### src/rtl/lgs_ram.sv
// generic single-write, single-read synchronous ram with registered read
`default_nettype none

module lgs_ram #(
    parameter int WIDTH = 8,
    parameter int DEPTH = 16
) (
    input  wire logic                                  i_clk,
    input  wire logic                                  i_we,
    input  wire logic [((DEPTH > 1) ? $clog2(DEPTH) : 1)-1:0] i_waddr,
    input  wire logic [WIDTH-1:0]                      i_wdata,
    input  wire logic [((DEPTH > 1) ? $clog2(DEPTH) : 1)-1:0] i_raddr,
    output logic      [WIDTH-1:0]                      o_rdata
);

    logic [WIDTH-1:0] r_mem [DEPTH];

    always_ff @(posedge i_clk) begin
        if (i_we) begin
            r_mem[i_waddr] <= i_wdata;
        end
        o_rdata <= r_mem[i_raddr];
    end

endmodule

`default_nettype wire

### config.mk
export PLATFORM = sky130hd
export DESIGN_NAME = lgs_ram
export DESIGN_NICKNAME = d
export VERILOG_FILES = /design/src/rtl/lgs_ram.sv
export SDC_FILE = /design/constraint.sdc
export NUM_CORES = 1
export LEC_CHECK = 0
export BUFFER_PORTS_ARGS = -buffer_cell sky130_fd_sc_hd__buf_2
export CORE_MARGIN = 2
export CORE_UTILIZATION = 55
export CTS_CLUSTER_DIAMETER = 100
export DETAILED_ROUTE_END_ITERATION = 16
export GPL_TIMING_DRIVEN = 0
export HOLD_SLACK_MARGIN = 0.03
export PLACE_DENSITY = 0.81
export SLEW_MARGIN = 20
export SYNTH_ARGS = -nofsm -noshare
export SYNTH_HDL_FRONTEND = slang
export SYNTH_SLANG_ARGS = --single-unit
### constraint.sdc
create_clock -name i_clk -period 2.4 [get_ports i_clk]
set_input_delay 0.24 -clock i_clk [delete_from_list [all_inputs] [get_ports i_clk]]
set_output_delay 0.24 -clock i_clk [all_outputs]
set_load 0.01 [all_outputs]
# [Word level (Yosys, flattened, before mapping)]
# Memories as Yosys holds them, arrays and structs flattened. A register that Yosys moved wholly into a read port is not among the register bits.
# Index checks and enable logic that the tools add are counted.
[word_totals] reg_bits=0 latch_bits=0 ram_bits=128 romBits=0 inputBits=18 output_inout_bits=8 elab_cells=3 mem_count=1
[mem_list] memory="r_mem" words=16 word_bits=8 read_ports=1 rd_clocked_by_memory_dff=1 wr=1 line="16" text="logic [WIDTH-1:0] r_mem [DEPTH];"
[classes] n_addsub=0 n_mul=0 div_mod_pow=0 magnitude_cmp=0 eq_ne=0 n_shift=0 muxes=2 n_bitwise=0 reduce_logical=0
[op_table] operator="2-to-1 mux 1 bit" count=2

# [Logic depth before layout (Yosys ltp)]
[logic_depth] depth_word=2 depth_mapped=5

# [Worst setup path before layout]
# Ideal clock, no wire load.
[synth_timing] path_kind="input -> register" startpoint="in i_waddr[2] in the netlist's numbering" endpoint="mem r_mem[0][0] (enable)" setup_ns=0.383 arrival_time_ns=1.350 required_time_ns=2.017 slack_ns=0.667 cell_stages=2 cell_sequence="or3b_2 -> nor3_1"
[synth_rtl] element="from (decl)" line="10" text="input wire logic [((DEPTH > 1) ? $clog2(DEPTH) : 1)-1:0] i_waddr,"
[synth_rtl] element="to (decl)" line="16"
# Straight into the memory's write port.

# [Worst setup path after layout]
[layout_timing] startpoint="in i_waddr[2] in the netlist's numbering" endpoint="mem r_mem[3][0] (enable)"
# Straight into the memory's write port.

==> impl_metrics.tcl <==
set metrics [dict create \
    syn_to_final_growth_pct 16.1 \
    min_period_ns 1.44 \
    die_w_microns 101 \
    drv_cap 0 \
    wl_per_cell_microns 25.7 \
    grt_pass1_vias 2524 \
    viasPerCell 6.25 \
    cts_setup_buffers 0 \
    synthAdderAreaFrac_pct 0 \
    setup_viol 0 \
    grt_overflow 0 \
    critPathKind "in -> reg" \
    drive_above_1_share_pct 30.2 \
    place.gp.congestion 0.703 \
    top_level_ports 26 \
    clkTransAtPathRegs_ns 0.06 \
    cts-root-buf "clkbuf_8" \
    synth_seq_cells 136 \
    final_hold_viol_count 0 \
    tightest_slew_ns 0.861 \
    vdd_drop_max_uv 500 \
    grt_usage_pct 22.4 \
    clock_sinks 136 \
    worstPathRequired_ns 2.54 \
    r2r-start "r_mem[5][2]" \
    yosys.area.top_type "edfxtp_1" \
    syn_avg_cell_area_sq_um 22.5 \
    synth_top_area_share_pct 74.7 \
    crit_buf_inv 1 \
    slew_headroom_pct 42.4 \
    netlist_instances 229 \
    vias 2475 \
    drt_wl_total_microns 10200 \
    start_util_pct 56.2 \
    synthSimpleGateAreaFrac_pct 3.18 \
    drc 0 \
    r2r_cells 3 \
    layout.nets 290 \
    grt_antenna_before_repair 0 \
    core-area_sq_um 9150 \
    grt_pass1_wl_microns 15400 \
    rsz0062_at_grt "false" \
    die_area_sq_um 10100 \
    status "finished, final reports clean" \
    clockBufferDepth 2 \
    postCtsHoldBufs 0 \
    cp_top_family "simple AND/OR/NAND/NOR gates" \
    antenna_cells 0 \
    cp-end-kind "flip-flop" \
    fp-row-count 35 \
    netlist_top_cells_area "edfxtp_1 (75%), mux4_2 (7.9%), mux4_1 (7.1%), dfxtp_1 (3.1%), a22oi_1 (2.3%)" \
    maxSlewViolCount 0 \
    crit_path_top_delay_cell "nor2_1" \
    ant_nets 0 \
    cts_tree "done" \
    cts_resized 0 \
    ff_latch_area_sq_um 4000 \
    drt-initial-drc-count 328 \
    crit_path_start_kind "input port" \
    endpoint "r_mem[3][0]" \
    cts_buffers 17 \
    crit_cells 3 \
    syn_area_sq_um 5150 \
    setup_tns_ns 0 \
    finalPower_uw 5330 \
    multi_input_area_sq_um 1080 \
    synth_top_family_by_area "multiplexers" \
    placement.io_buffers 24 \
    grt_max_degree 17 \
    seq_area_frac_synth_pct 77.8 \
    fin_crit_sh_pct 60.1 \
    hp-class "in -> reg" \
    r2r_end "o_rdata[2]" \
    synth_nets 247 \
    synth_mux_area_share_pct 15.0 \
    crit_chain "buf_2 > or3b_2 > nor2_1" \
    yosys_warnings 0 \
    yosysUniqueCellTypes 19 \
    fp.dieH_microns 101 \
    power.density_nw_per_um2 891 \
    max_freq_ghz 0.694 \
    r2r_slack_ns 0.96 \
    fin_skew_ns 0.00440 \
    arrival_ns 1.59 \
    crit_path_start "i_waddr[2]" \
    path_max_fanout 8 \
    synth_xor_area_share_pct 0 \
    p_leak_uw 0.00200 \
    post-dp-hpwl_microns 6170 \
    fillers 578 \
    cpPeakStageDelay_ns 0.69 \
    drtPass1Iterations 4 \
    clkLatencyLatePin_ns 0.52 \
    synth-compound-area-share_pct 2.33 \
    h-tree-depth 4 \
]
==> cells by family (layout without fill, tap and decap cells) <==
group | Yosys count | in the layout
flops | 136 | 136
simple gates | 35 | 35
mux | 32 | 32
compound gates | 16 | 16
buf+inv | 10 | 66
==> cell usage after synthesis <==
| master | n |
|---|---|
| buf_4 | 1 |
| mux4_1 | 14 |
| buf_2 | 3 |
| and2b_1 | 1 |
| nand2_1 | 9 |
| dfxtp_1 | 8 |
| nand2b_1 | 2 |
| nor3_1 | 4 |
| and2_1 | 1 |
| or3b_2 | 1 |
| nor2_1 | 13 |
| nand3_1 | 1 |
| a22oi_1 | 16 |
| edfxtp_1 | 128 |
| buf_6 | 3 |
| mux4_2 | 18 |
| nand3b_1 | 2 |
| nor2b_1 | 1 |
| clkdlybuf4s25_2 | 3 |
==> layout make-up <==
cell class,count,share of cell area [%]
Multi-Input combinational cell,83,18.0
Tap cell,111,2.32
Sequential cell,136,67.0
Timing Repair Buffer,24,2.01
Clock inverter,14,2.24
Clock buffer,18,6.99
Buffer,10,1.44
==> metal layers <==
metal | part of all wire (%) | global-route usage (%) | vias to the layer above
met5 | 0 | 0 | -
met4 | 2.1 | 8.22 | 0
met3 | 8.1 | 7.77 | 19
met2 | 50 | 35.2 | 118
met1 | 39 | 29.4 | 1271
li1 | - | - | 1067
==> power breakdown <==
part           internal (uW)  leakage, uW  total [uW]  switching (uW)
Clock                   1460     0.000257        2400             938
Combinational            106     0.000520         259             154
Sequential              2660      0.00122        2670            14.2
Total                   4220      0.00200        5330            1110
==> worst reg2reg max path: cells and delay by family (launching register included) <==
family / cells / cell delay, ns
AND/OR/NAND/NOR: 1 / 0.09
AO/OA/AOI/OAI: 1 / 0.31
multiplexers: 1 / 0.56
flip-flops: 1 / 0.37
==> placed cells by master (no fill, tap or decap), types with 3 or more instances in the layout <==
cell type	instances
buf_6	3
nand2_1	9
mux4_1	14
nor2_1	13
dfxtp_1	8
buf_2	27
edfxtp_1	128
clkinvlp_4	5
clkbuf_16	16
mux4_2	18
nor3_2	4
clkinv_2	4
clkdlybuf4s25_2	3
a22oi_1	16
==> worst min-delay path by stage <==
stage	slack, ns	from	end	cells past startpoint
final	0.12	i_wdata[1]	r_mem[11][1]	1
after global routing	0.11	i_wdata[1]	r_mem[8][1]	1
after CTS	0.10	i_wdata[1]	r_mem[0][1]	1
after detailed placement	0.63	o_rdata[1]	o_rdata[1]	1
after global placement	0.63	o_rdata[5]	o_rdata[5]	1
after floorplan	0.34	i_wdata[0]	r_mem[0][0]	0
==> flip-flops by register name (all words and copies together) (netlist names) <==
name	count
o_rdata	8
r_mem	128
==> metrics by stage <==
stage / instance area (sq um) / utilization [%] / hold WS, ns / std cells / worst slack, ns
after global routing: 5980 / 65.3 / 0.111 / 396 / 0.944
final: 5980 / 65.3 / 0.117 / 396 / 0.959
after floorplan: 5150 / - / 0.339 / 229 / 0.667
after CTS: 5970 / 65.3 / 0.103 / 396 / 0.982
after global placement: 5410 / 59.1 / 0.634 / 364 / 0.121
after detailed placement: 5420 / 59.2 / 0.635 / 364 / 0.478
Note: power is estimated with default switching activity, not from simulation.
