`config.mk`:
```
export PLATFORM = sky130hd
export DESIGN_NAME = lgs_row_engine
export DESIGN_NICKNAME = d
export VERILOG_FILES = /design/src/rtl/lgs_pkg.sv /design/src/rtl/lgs_row_engine.sv
export SDC_FILE = /design/constraint.sdc
export NUM_CORES = 1
export LEC_CHECK = 0
export ABC_AREA = 1
export BUFFER_PORTS_ARGS = -buffer_cell sky130_fd_sc_hd__buf_2
export CAP_MARGIN = 40
export CORE_MARGIN = 2
export CORE_UTILIZATION = 53
export DETAILED_ROUTE_END_ITERATION = 16
export PLACE_DENSITY = 0.79
export SETUP_SLACK_MARGIN = 0.5
export SLEW_MARGIN = 0
export SYNTH_ARGS = -nofsm -noshare
export SYNTH_HDL_FRONTEND = slang
export SYNTH_SLANG_ARGS = --single-unit
```
`constraint.sdc`:
```
create_clock -name vclk -period 3
set_clock_uncertainty 0.1 [all_clocks]
set_input_delay 0.15 -clock vclk [all_inputs]
set_output_delay 0.15 -clock vclk [all_outputs]
set_load 0.02 [all_outputs]
```
`src/rtl/lgs_pkg.sv`:
```
// shared types, constants and sizes for the life grid generation step unit
`default_nettype none

package lgs_pkg;

    localparam int MAX_WIDTH  = 64;
    localparam int MAX_HEIGHT = 64;

    localparam int COL_W = (MAX_WIDTH > 1) ? $clog2(MAX_WIDTH) : 1;
    localparam int ROW_W = (MAX_HEIGHT > 1) ? $clog2(MAX_HEIGHT) : 1;

    localparam int DIM_W   = 7;
    localparam int COORD_W = 10;
    localparam int KIND_W  = 2;
    localparam int EXT_W   = 11;
    localparam int NB_W    = 4;

    localparam int S_TDATA_W = 24;
    localparam int S_TUSER_W = 2;
    localparam int M_TDATA_W = 8;
    localparam int PADDR_W   = 3;
    localparam int PDATA_W   = 32;

    localparam int COL_LO   = 0;
    localparam int ROW_LO   = COORD_W;
    localparam int RANGE_BIT = 0;
    localparam int VALUE_BIT = 1;
    localparam int EMPTY_BIT = 2;

    localparam logic [DIM_W-1:0] DIM_RESET = 7'd64;

    localparam logic [NB_W-1:0] NB_BIRTH = 4'd3;
    localparam logic [NB_W-1:0] NB_KEEP  = 4'd2;

    localparam logic [KIND_W-1:0] KIND_SET  = 2'd0;
    localparam logic [KIND_W-1:0] KIND_STEP = 2'd1;
    localparam logic [KIND_W-1:0] KIND_READ = 2'd2;

    localparam logic REG_WIDTH  = 1'b0;
    localparam logic REG_HEIGHT = 1'b1;

    typedef enum logic [2:0] {
        ST_CLEAR,
        ST_IDLE,
        ST_ACCESS,
        ST_STEP_FIRST,
        ST_STEP_ROW,
        ST_RESP
    } t_state;

    typedef struct packed {
        logic [MAX_WIDTH-1:0] prev;
        logic [MAX_WIDTH-1:0] cur;
        logic [MAX_WIDTH-1:0] nxt;
    } t_row_win;

endpackage

`default_nettype wire

```
`src/rtl/lgs_row_engine.sv`:
```
// next-generation logic for one grid row from the rows above, at and below
`default_nettype none

module lgs_row_engine (
    input  wire logic                    [lgs_pkg::EXT_W-1:0]     i_active_w,
    input  wire lgs_pkg::t_row_win                                i_win,
    output logic                         [lgs_pkg::MAX_WIDTH-1:0] o_row,
    output logic                                                  o_any
);

    logic [lgs_pkg::MAX_WIDTH+1:0] pad_prev;
    logic [lgs_pkg::MAX_WIDTH+1:0] pad_cur;
    logic [lgs_pkg::MAX_WIDTH+1:0] pad_nxt;
    logic [lgs_pkg::NB_W-1:0]      nb_cnt [lgs_pkg::MAX_WIDTH];
    logic [lgs_pkg::MAX_WIDTH-1:0] col_mask;

    always_comb begin
        pad_prev = {1'b0, i_win.prev, 1'b0};
        pad_cur  = {1'b0, i_win.cur, 1'b0};
        pad_nxt  = {1'b0, i_win.nxt, 1'b0};
        for (int x = 0; x < lgs_pkg::MAX_WIDTH; x++) begin
            nb_cnt[x] = lgs_pkg::NB_W'(pad_prev[x]) + lgs_pkg::NB_W'(pad_prev[x+1])
                      + lgs_pkg::NB_W'(pad_prev[x+2]) + lgs_pkg::NB_W'(pad_cur[x])
                      + lgs_pkg::NB_W'(pad_cur[x+2]) + lgs_pkg::NB_W'(pad_nxt[x])
                      + lgs_pkg::NB_W'(pad_nxt[x+1]) + lgs_pkg::NB_W'(pad_nxt[x+2]);
            col_mask[x] = (lgs_pkg::EXT_W'(x) < i_active_w);
            o_row[x] = col_mask[x] && ((nb_cnt[x] == lgs_pkg::NB_BIRTH)
                       || (pad_cur[x+1] && (nb_cnt[x] == lgs_pkg::NB_KEEP)));
        end
        o_any = |o_row;
    end

endmodule

`default_nettype wire

```
# Yosys cells after proc, flatten, opt, wreduce, memory -nomap -nowiden
# Cells that the tools add are included.
# op_classes
add_sub_neg,441
magnitude_cmp,64
n_eq_ne,128
reduce_logical,193
# op_table
op,n
4-bit by 1-bit adder with 4-bit output,252
"4-bit by 2-bit equality test with 1-bit output, second input constant",128
"6-bit by 11-bit < comparator with 1-bit output, first input constant",32
3-bit by 1-bit adder with 4-bit output,63
2-bit by 1-bit adder with 3-bit output,63
"5-bit by 11-bit < comparator with 1-bit output, first input constant",16
1-bit logical AND,128
1-bit by 1-bit adder with 2-bit output,63
"4-bit by 11-bit < comparator with 1-bit output, first input constant",8
1-bit logical OR,64
64-bit OR reduction,1
"3-bit by 11-bit < comparator with 1-bit output, first input constant",4
"1-bit by 11-bit < comparator with 1-bit output, first input constant",2
"2-bit by 11-bit < comparator with 1-bit output, first input constant",2
# word_totals
regBits,0
input_bits,203
output_inout_bits,65
elab_cells,826

# Depth between registers and ports, before layout
# logic_depth
word_depth,12
ltp_mapped,19
ltp_nobuf,19

# Worst setup path before layout
# OpenSTA, ideal clock, no wires.
# synth_timing
path_type,input to output
startpoint,input i_win[14] in the netlist's numbering
endpoint,output o_any
t_arrival_ns,3.421
required_time_ns,2.750
setup_slack_ns,-0.671
cell_stages,15
n_path_buf,0
cell_sequence,inv_1 -> fa_1 -> fa_1 -> fa_1 -> inv_1 -> ha_1 -> fa_1 -> o21ai_0 -> nor3_1 -> nor2_1 -> nand2_1 -> nor2_1 -> nand2_1 -> nor2_1 -> nand2_1
# synth_via
elab_chain_cells,8
elab_cells_between_ends,22
classes_between,6 x add/sub; 6 x eq/ne; 10 x reduce/logical
# synth_lines
item,line,rtl
start: declaration,lgs_row_engine.sv:6,"input wire lgs_pkg::t_row_win i_win,"
4-bit by 1-bit adder with 4-bit output (*),lgs_row_engine.sv:24,+ lgs_pkg::NB_W'(pad_cur[x+2]) + lgs_pkg::NB_W'(pad_nxt[x])
4-bit by 1-bit adder with 4-bit output (*) (2 in series),lgs_row_engine.sv:25,+ lgs_pkg::NB_W'(pad_nxt[x+1]) + lgs_pkg::NB_W'(pad_nxt[x+2]);
4-bit by 2-bit equality test with 1-bit output,lgs_row_engine.sv:28,|| (pad_cur[x+1] && (nb_cnt[x] == lgs_pkg::NB_KEEP)));
1-bit logical AND,lgs_row_engine.sv:28,
1-bit logical OR (*),lgs_row_engine.sv:28,
1-bit logical AND (*),lgs_row_engine.sv:27,o_row[x] = col_mask[x] && ((nb_cnt[x] == lgs_pkg::NB_BIRTH)
via o_row (one bit),lgs_row_engine.sv:7,"output logic [lgs_pkg::MAX_WIDTH-1:0] o_row,"
64-bit OR reduction (*),lgs_row_engine.sv:30,o_any = |o_row;
end: declaration,lgs_row_engine.sv:8,output logic o_any
# Mark *: on every way through the listed nets, which the timed path passes. The rest lies on a longest branch.

# Final worst setup path
# layout_timing
startpoint,input i_win[11] in the netlist's numbering
endpoint,output o_any
# layout_via
elab_chain_cells,8
elab_cells_between_ends,22
classes_between,6 x add/sub; 6 x eq/ne; 10 x reduce/logical
# layout_lines
item,line
4-bit by 1-bit adder with 4-bit output,lgs_row_engine.sv:24
4-bit by 1-bit adder with 4-bit output (2 in series),lgs_row_engine.sv:25
4-bit by 2-bit equality test with 1-bit output,lgs_row_engine.sv:28
1-bit logical AND,lgs_row_engine.sv:28
1-bit logical OR,lgs_row_engine.sv:28
1-bit logical AND,lgs_row_engine.sv:27
64-bit OR reduction (*),lgs_row_engine.sv:30
# Every way passes the cells marked *; elsewhere a longest branch is shown, timed or not.

==> out/metrics.yaml <==
global_routing:
  antenna_found_initial: 5
  grt_max_degree: 20
  grt_pass1_vias: 15420
  track_usage_pct: 36.97
  gr-total-overflow: 0
  grt_pass1_wl_mm: 72.24
placement:
  io_buffers: 268
  gp_congestion: 0.8730
  dp_cells: 2641
  dpl.hpwl_mm: 33.51
die:
  ios: 268
  die_w_microns: 157.8
  initial_core_util_pct: 53.73
  fp.dieH_microns: 157.8
  coreArea_sq_um: 23330
  dieArea_sq_um: 24900
  placement_rows: 56
layout:
  nClkBuffers: 0
  drive_gt1_share_pct: 45.97
  layout.nets: 3001
  syn_to_final_growth_pct: 58.26
  fillerInstances: 1105
  nFlopsAndLatches: 0
  seqCellArea_sq_um: 0
  finalNonFillerCells: 2681
sta:
  finalHoldViolations: 0
  slew_violations: 0
  setup-violations-final: 63
  fin_crit_ps: 4298
  worst_slew_pin_slew_ps: 811.6
  holdWs_ps: 786.8
  fin_setup_tns_ps: -29950
  grt_setup_unrepaired: "true"
  fin_crit_sh_pct: 143.3
  maxSlewHeadroom_pct: 45.89
  clock.fmax_mhz: 232.7
  timing.final.ws_setup_ps: -1298
route:
  drc_errors: 0
  drt_pre_antenna_iters: 8
  avgRoutedWirePerCell_microns: 21.14
  drt_iter0_markers: 1378
  ant_nets: 0
  drt_wl_total_mm: 56.69
  via_per_inst: 5.558
  num_vias: 14900
pwr:
  p_leak_nw: 10.88
  ir_drop_uv: 395.8
  powerDensity_nw_per_um2: 496.9
worst_setup_path:
  critical_path.max_fanout: 2
  critPathRequiredTime_ps: 2750
  cp_top_family: "adder cells"
  crit_buf_inv: 4
  max_stage_delay_ps: 800
  cp-startpoint: "i_win[11]"
  start_kind: "input pin"
  crit_type: "in -> out"
  slowest_stage: "fa_1"
  path_cells: "buf_2 -> inv_4 -> fa_1 -> fa_1 -> fa_1 -> inv_2 -> ha_4 -> fa_2 -> nand3b_1 -> nand2_1 -> nand4_1 -> nor2_4 -> nor2_1 -> nand2_1 -> nor2_2 -> nand2_2 -> nor2_4 -> nand2_2 -> buf_6"
  crit_path_frequent_cell: "fa_1"
  crit_path_end_kind: "primary output"
  arrival_ps: 4050
worst_hold_path:
  hold_class: "in -> out"
  holdPathEnd: "o_row[63]"
  holdCritStartpoint: "i_win[127]"
  hold_depth: 6
synth:
  synth_area_per_cell_sq_um: 7.471
  ys_types: 26
  yosysWarnings: 0
  synth.yosys.seq_area_share_pct: 0
  synth_cells: 1678
  synth_top_cell_area_share_pct: 40.24
  synth_area_leader_cell: "fa_1"
  synth.area.top_cells: "fa_1 40%, ha_1 19%, inv_1 16%"
  netlist_area_sq_um: 12540
  synth_nets: 2321
status:
  status: "finished, violations left"
  violations: "setup timing"
cts:
  cts_hold_buf: 0
flow_run:
  drv_cap: 0
metal layers:
layer  routed length, microns  global-route usage, %  vias up
met5                       46                      0        -
met4                     5799                  23.25        4
met3                     5977                  6.844      518
met2                    27280                  68.36     1137
met1                    17580                  38.38     6981
li1                         -                      -     6261
timing repair:
action                     4_1_cts  5_1_grt
buffers inserted                13       21
pin swaps                      173      186
gates resized for setup        408      295
setup endpoints to repair       64       64
per-stage QoR:
stage	util (%)	area (sq um)	power, W	setup WS (ps)
3_3_place_gp	75.16	17540	0.006714	-1045
5_1_grt	85.01	19830	0.01057	-1514
4_1_cts	80.30	18740	0.008127	-787.0
3_5_place_dp	75.16	17540	0.007179	-1081
2_1_floorplan	-	12980	0.004448	-378.7
6_report	85.04	19840	0.009859	-1298
layout by cell type, fill, tap and decap left out, types with 4 or more instances in the layout:
cell      instances
buf_4           377
buf_8            34
inv_6             7
fa_2             30
nor2_1          138
fa_1            222
buf_2           124
nand3_1          41
nand3b_1         12
inv_1           388
o21ai_1          32
nand2_1         251
nor2_2           27
ha_4             29
ha_1            127
inv_4            53
or2_4             5
nand2_2          37
diode_2           6
buf_6           144
a21oi_1           9
nand4_1          20
nand3_2          15
nor3_1            4
nor2_4           43
o21ai_2          10
o21a_1           24
ha_2             32
a21oi_2           4
inv_2            98
final cells by class:
class | count | area (sq um) | area share (%)
diodes | 6 | 15.01 | 0.07567
inverters | 551 | 2281 | 11.50
multi-input cells | 1124 | 11520 | 58.08
well taps | 319 | 399.1 | 2.012
repair buffers | 681 | 5623 | 28.34
worst min-delay path: cells and delay by family:
family	cells	cell delay [ps]
simple gates	2	140
buf+inv	4	450
synth_stat cells:
cell type  instances
fa_1             252
o21ai_0           43
nor2_2             6
inv_6              1
a21oi_2            1
nand2_2            6
a21oi_1           12
ha_1             188
nand2_4            1
inv_2              3
nor2_1           197
nand4_1           20
o2bb2ai_1          1
nor3_2             1
o21a_1            24
nor2_4             5
or2_2              7
nor3_1             5
nand3b_1          12
nand2_1          282
buf_6              3
nand3_1           57
o21ai_1            1
xnor2_1            2
nand3_4            1
inv_1            547
where the power goes:
group | switching, W | internal (W)
clock | 0 | 0.000000000269
sequential | 0 | 0
combinational | 0.00527 | 0.00459
worst max-delay path by stage:
stage,to,slack (ps),cells after the start
after floorplan,o_any,-380,16
after global placement,o_any,-1050,19
after detailed placement,o_any,-1080,19
after CTS,o_any,-790,19
after global routing,o_any,-1510,19
final,o_any,-1300,19
cells by family after synthesis:
| logic type | synth area share (%) |
|---|---|
| buffers and inverters | 16.81 |
| and+or+nand+nor | 20.24 |
| adders and majority gates | 59.00 |
| AOI/OAI and AO/OA | 3.812 |
| xor gates and xnor gates | 0.1397 |
Power figures use the tool's default switching activity.
